<file path="config.mk">
export PLATFORM = sky130hd
export DESIGN_NAME = stbs_step
export DESIGN_NICKNAME = d
export VERILOG_FILES = /design/src/rtl/core/stbs_pkg.sv /design/src/rtl/core/stbs_step.sv
export SDC_FILE = /design/constraint.sdc
export NUM_CORES = 1
export LEC_CHECK = 0
export BUFFER_PORTS_ARGS = -buffer_cell sky130_fd_sc_hd__buf_2
export CAP_MARGIN = 0
export CORE_MARGIN = 2
export CORE_UTILIZATION = 46
export DETAILED_ROUTE_END_ITERATION = 8
export PLACE_DENSITY = 0.9
export SKIP_LAST_GASP = 1
export SLEW_MARGIN = 20
export SYNTH_ARGS = -nofsm -noshare
export SYNTH_HDL_FRONTEND = slang
export SYNTH_SLANG_ARGS = --single-unit
</file>
<file path="constraint.sdc">
create_clock -name vclk -period 7.1
set_input_delay 1.775 -clock vclk [all_inputs]
set_output_delay 1.775 -clock vclk [all_outputs]
set_load 0.01 [all_outputs]
</file>
<file path="src/rtl/core/stbs_pkg.sv">
// ----------------------------------------------------------------------------
// stbs_pkg
// shared types and constants of the sorted table search block
// ----------------------------------------------------------------------------
package stbs_pkg;

    localparam int TABLE_DEPTH_DEF = 1024;

    localparam int COUNT_W = 11;
    localparam int MODE_W  = 2;
    localparam int INDEX_W = 10;
    localparam int VALUE_W = 32;
    localparam int POS_W   = 10;
    localparam int DATA_W  = 32;
    localparam int ADDR_W  = 3;

    localparam logic REG_ENTRY_COUNT = 1'b0;
    localparam logic REG_MATCH_MODE  = 1'b1;

    localparam logic CMD_WRITE = 1'b0;
    localparam logic CMD_QUERY = 1'b1;

    localparam logic [MODE_W-1:0] MODE_ANY_EQ   = 2'd0;
    localparam logic [MODE_W-1:0] MODE_FIRST_EQ = 2'd1;
    localparam logic [MODE_W-1:0] MODE_FIRST_GT = 2'd2;

    typedef struct packed {
        logic take_best;
        logic go_left;
        logic stop;
    } step_ctl_t;

endpackage

</file>
<file path="src/rtl/core/stbs_step.sv">
// ----------------------------------------------------------------------------
// stbs_step
// compare unit: probed entry against key, decides bound move per mode
// ----------------------------------------------------------------------------
module stbs_step (
    input  logic signed [stbs_pkg::VALUE_W-1:0] probe_value,
    input  logic signed [stbs_pkg::VALUE_W-1:0] key,
    input  logic [stbs_pkg::MODE_W-1:0]         mode,
    output stbs_pkg::step_ctl_t                 ctl
);

    logic eq;
    logic gt;

    assign eq = (probe_value == key);
    assign gt = (probe_value > key);

    always_comb
    begin
        if (mode == stbs_pkg::MODE_FIRST_GT)
        begin
            ctl.take_best = gt;
            ctl.go_left   = gt;
            ctl.stop      = 1'b0;
        end
        else
        begin
            ctl.take_best = eq;
            ctl.go_left   = eq | gt;
            ctl.stop      = eq & (mode == stbs_pkg::MODE_ANY_EQ);
        end
    end

endmodule

</file>
== Yosys cells after proc, flatten, opt, wreduce, memory -nomap -nowiden ==
Index checks and enable logic that the tools add are counted.

* Eq/ne operators: 2
* Muxes and demuxes: 1
* Bitwise logic cells: 2
* Reductions and logical operators: 1
* Magnitude comparators: 1

{| class="wikitable"
|+ Operators by type and width
! cell !! count
|-
| 32-bit equality test || 1
|-
| 32-bit greater-than comparator || 1
|-
| 3-bit two-way mux || 1
|-
| 2-bit equality test (second input constant) || 1
|-
| 2-bit zero test || 1
|-
| 1-bit AND || 1
|-
| 1-bit bitwise OR || 1
|}

* Output and inout bits: 3
* Word-level logic and storage cells: 7
* Input bits: 66
* Flip-flop bits (word level): 0

== Depth between registers and ports, before layout ==
* Word-level depth: 3
* Gate-level depth with buffers: 7
* Gate-level depth less buffers: 7

== Least setup slack after synthesis ==
No wires, ideal clock.

* Path kind: in2out
* From: in key[31] (netlist name)
* To: out ctl[2] (netlist name)
* Slack: 2.127 ns
* Required time: 5.325 ns
* Stages: 7
* Arrival: 3.198 ns
* Buffers on the path: 0
* Cell sequence: inv_1 ha_1 nand4_2 nor3_2 a211o_1 or4_1 nand4_1

{| class="wikitable"
|+ RTL lines
! element !! RTL line !! RTL
|-
| from (decl) || stbs_step.sv:7 || <nowiki>input logic signed [stbs_pkg::VALUE_W-1:0] key,</nowiki>
|-
| to (decl) || stbs_step.sv:9 || <nowiki>output stbs_pkg::step_ctl_t ctl</nowiki>
|}

==> results.yml <==
timing:
  worst_pin_slew_ns: 0.604
  final-max-slew-violation-count: 0
  relSlewSlack_pct: 58.7
  period_needed_ns: 5.27
  tns_ns: 0
  grt_setup_unrepaired: "false"
  period_share_pct: 74.2
  setup_violations: 0
  hold_viol_final: 0
  max_freq_mhz: 190
global_route:
  grt_max_degree: 6
  grt_usage_pct: 19.9
  grt_pass1_vias: 1154
  grt_overflow: 0
  antenna_found_initial: 0
  grt_pass1_wl_mm: 4.08
worst_setup_path:
  path_max_fanout: 5
  slowest_delay_ns: 0.49
  setup.worst_path.class: "primary input to output pin"
  start_kind: "primary input"
  cp_cell_sequence: "buf_2 > ha_1 > nand4_2 > nor3_2 > a211o_1 > or4_1 > nand4_1 > buf_2"
  cpMostUsedCell: "buf_2"
  crit_start: "probe_value[31]"
  cp_slowest_cell: "or4_1"
  cp-end-kind: "output pin"
  required_ns: 5.33
  worstPathArrival_ns: 3.49
power:
  power.share.sequential_pct: 0
  power.share.clock_pct: 0
  p_per_area_nw_per_um2: 50.6
  power.internal_w: 0.0000336
  leakagePower_nw: 0.809
  swShare_pct: 48.5
  power_w: 0.0000653
  p_switching_w: 0.0000317
  ir_worst_vdd_uv: 30.4
  comb_power_share_pct: 100.0
yosys:
  ys_types: 26
  synth_area_sq_um: 912
  netlist_top_cells_area: "ha_1, inv_1, a21oi_1"
  yosysSeqAreaShare_pct: 0
  synthCells: 126
  synthesis.nets: 224
  synth_top_area_cell: "ha_1"
  synth_top_area_share_pct: 43.9
  postSynthAreaPerCell_sq_um: 7.24
  yosys_warnings: 0
final_layout:
  nets: 295
  syn2layout_area_growth_pct: 41.6
  layout-drive-gt1-share_pct: 38.5
  mostFrequentLayoutCells: "buf_2, inv_1, ha_1"
  seq_cell_count: 0
  register_area_sq_um: 0
  fin_cells: 222
  insertedDiodeCount: 0
  layout_commonest_cell: "buf_2"
  clkbuf_count: 0
detailed_routing:
  dr.pass1.iters: 3
  drt_iter0_drc: 1
  avgViaCountPerCell: 5.10
  drc: 0
  num_vias: 1132
  avgRoutedWirePerCell_um: 9.96
  routed_wl_mm: 2.21
  drt.antenna.violating_nets: 0
die:
  initial_core_util_pct: 47.5
  die_w_um: 48.5
  io_pins: 69
  rows: 16
  die_area_sq_um: 2360
  core-area_sq_um: 1920
  die_y_um: 48.5
placement:
  numPortBuffers: 69
  dp_hpwl_mm: 2.09
  dp.cells: 222
  place.gp.congestion: 0.774
worst_hold_path:
  holdPathEnd: "ctl[0]"
  min_from: "mode[0]"
  hold_class: "primary input to output pin"
  min_path_cells: 3
clock_tree:
  post_cts_resized: 0
  postCtsHoldBufs: 0
  cts_setup_buffers: 0
flow_run:
  drv_cap: 0
outcome:
  status: "finished clean"
-- cell usage after synthesis (all sizes together) --
cell type,n
nand2b,1
a221o,1
or3,1
o211ai,1
o311ai,2
a211o,1
nor2,2
a211oi,1
o2bb2ai,1
nor4,3
nand2,6
or4,1
nand4,10
a21oi,15
nor2b,1
a2111oi,1
o21a,1
a21o,1
inv,33
nand3,4
o21ai,5
ha,32
nor3,2
-- worst max-delay path by stage --
stage / slack (ns) / cells after the start / to
after floorplan: 2.13 / 7 / ctl[2]
after global placement: 1.90 / 8 / ctl[2]
after detailed placement: 1.87 / 8 / ctl[2]
after CTS: 1.86 / 8 / ctl[2]
after global routing: 1.68 / 8 / ctl[2]
final: 1.83 / 8 / ctl[2]
-- through the flow --
step	setup slack (ns)	cell area (sq um)	hold slack (ns)	util, %
final	1.83	1290	3.82	67.2
after floorplan	2.13	912	3.60	-
after global routing	1.68	1290	3.83	67.2
after detailed placement	1.87	1290	3.82	67.2
after global placement	1.90	1290	3.81	67.2
after CTS	1.86	1290	3.82	67.2
-- power by group through the flow --
stage / combinational [W] / clock, W / sequential [W]
2_1_floorplan: 0.0000380 / 0 / 0
3_3_place_gp: 0.0000624 / 0 / 0
3_5_place_dp: 0.0000657 / 0 / 0
4_1_cts: 0.0000661 / 0 / 0
5_1_grt: 0.0000765 / 0 / 0
6_report: 0.0000653 / 0 / 0
-- critical path, delay by kind of cell --
kind                       cells  cell delay [ns]
adders and majority gates      1             0.34
and+or+nand+nor                4             0.82
buffers and inverters          2             0.23
AOI/OAI and AO/OA              1             0.32
-- kinds of logic after synthesis --
group	synth area share (%)
buffers and inverters	13.6
adders and majority gates	43.9
and+or+nand+nor	22.4
AOI/OAI and AO/OA	20.2
-- metal layers --
layer	wire length (um)	track usage, %	share of wire (%)
met3	158	0.926	7.1
met5	0	0	0
met2	1150	44.0	52
met4	0	1.90	0
met1	904	20.6	41
-- area by class of cell --
type	instances	area, sq um
fillers	184	631
multi-input cells	93	788
well taps	27	33.8
inverters	33	124
repair buffers	69	345
Note: power is estimated with default switching activity, not from simulation.
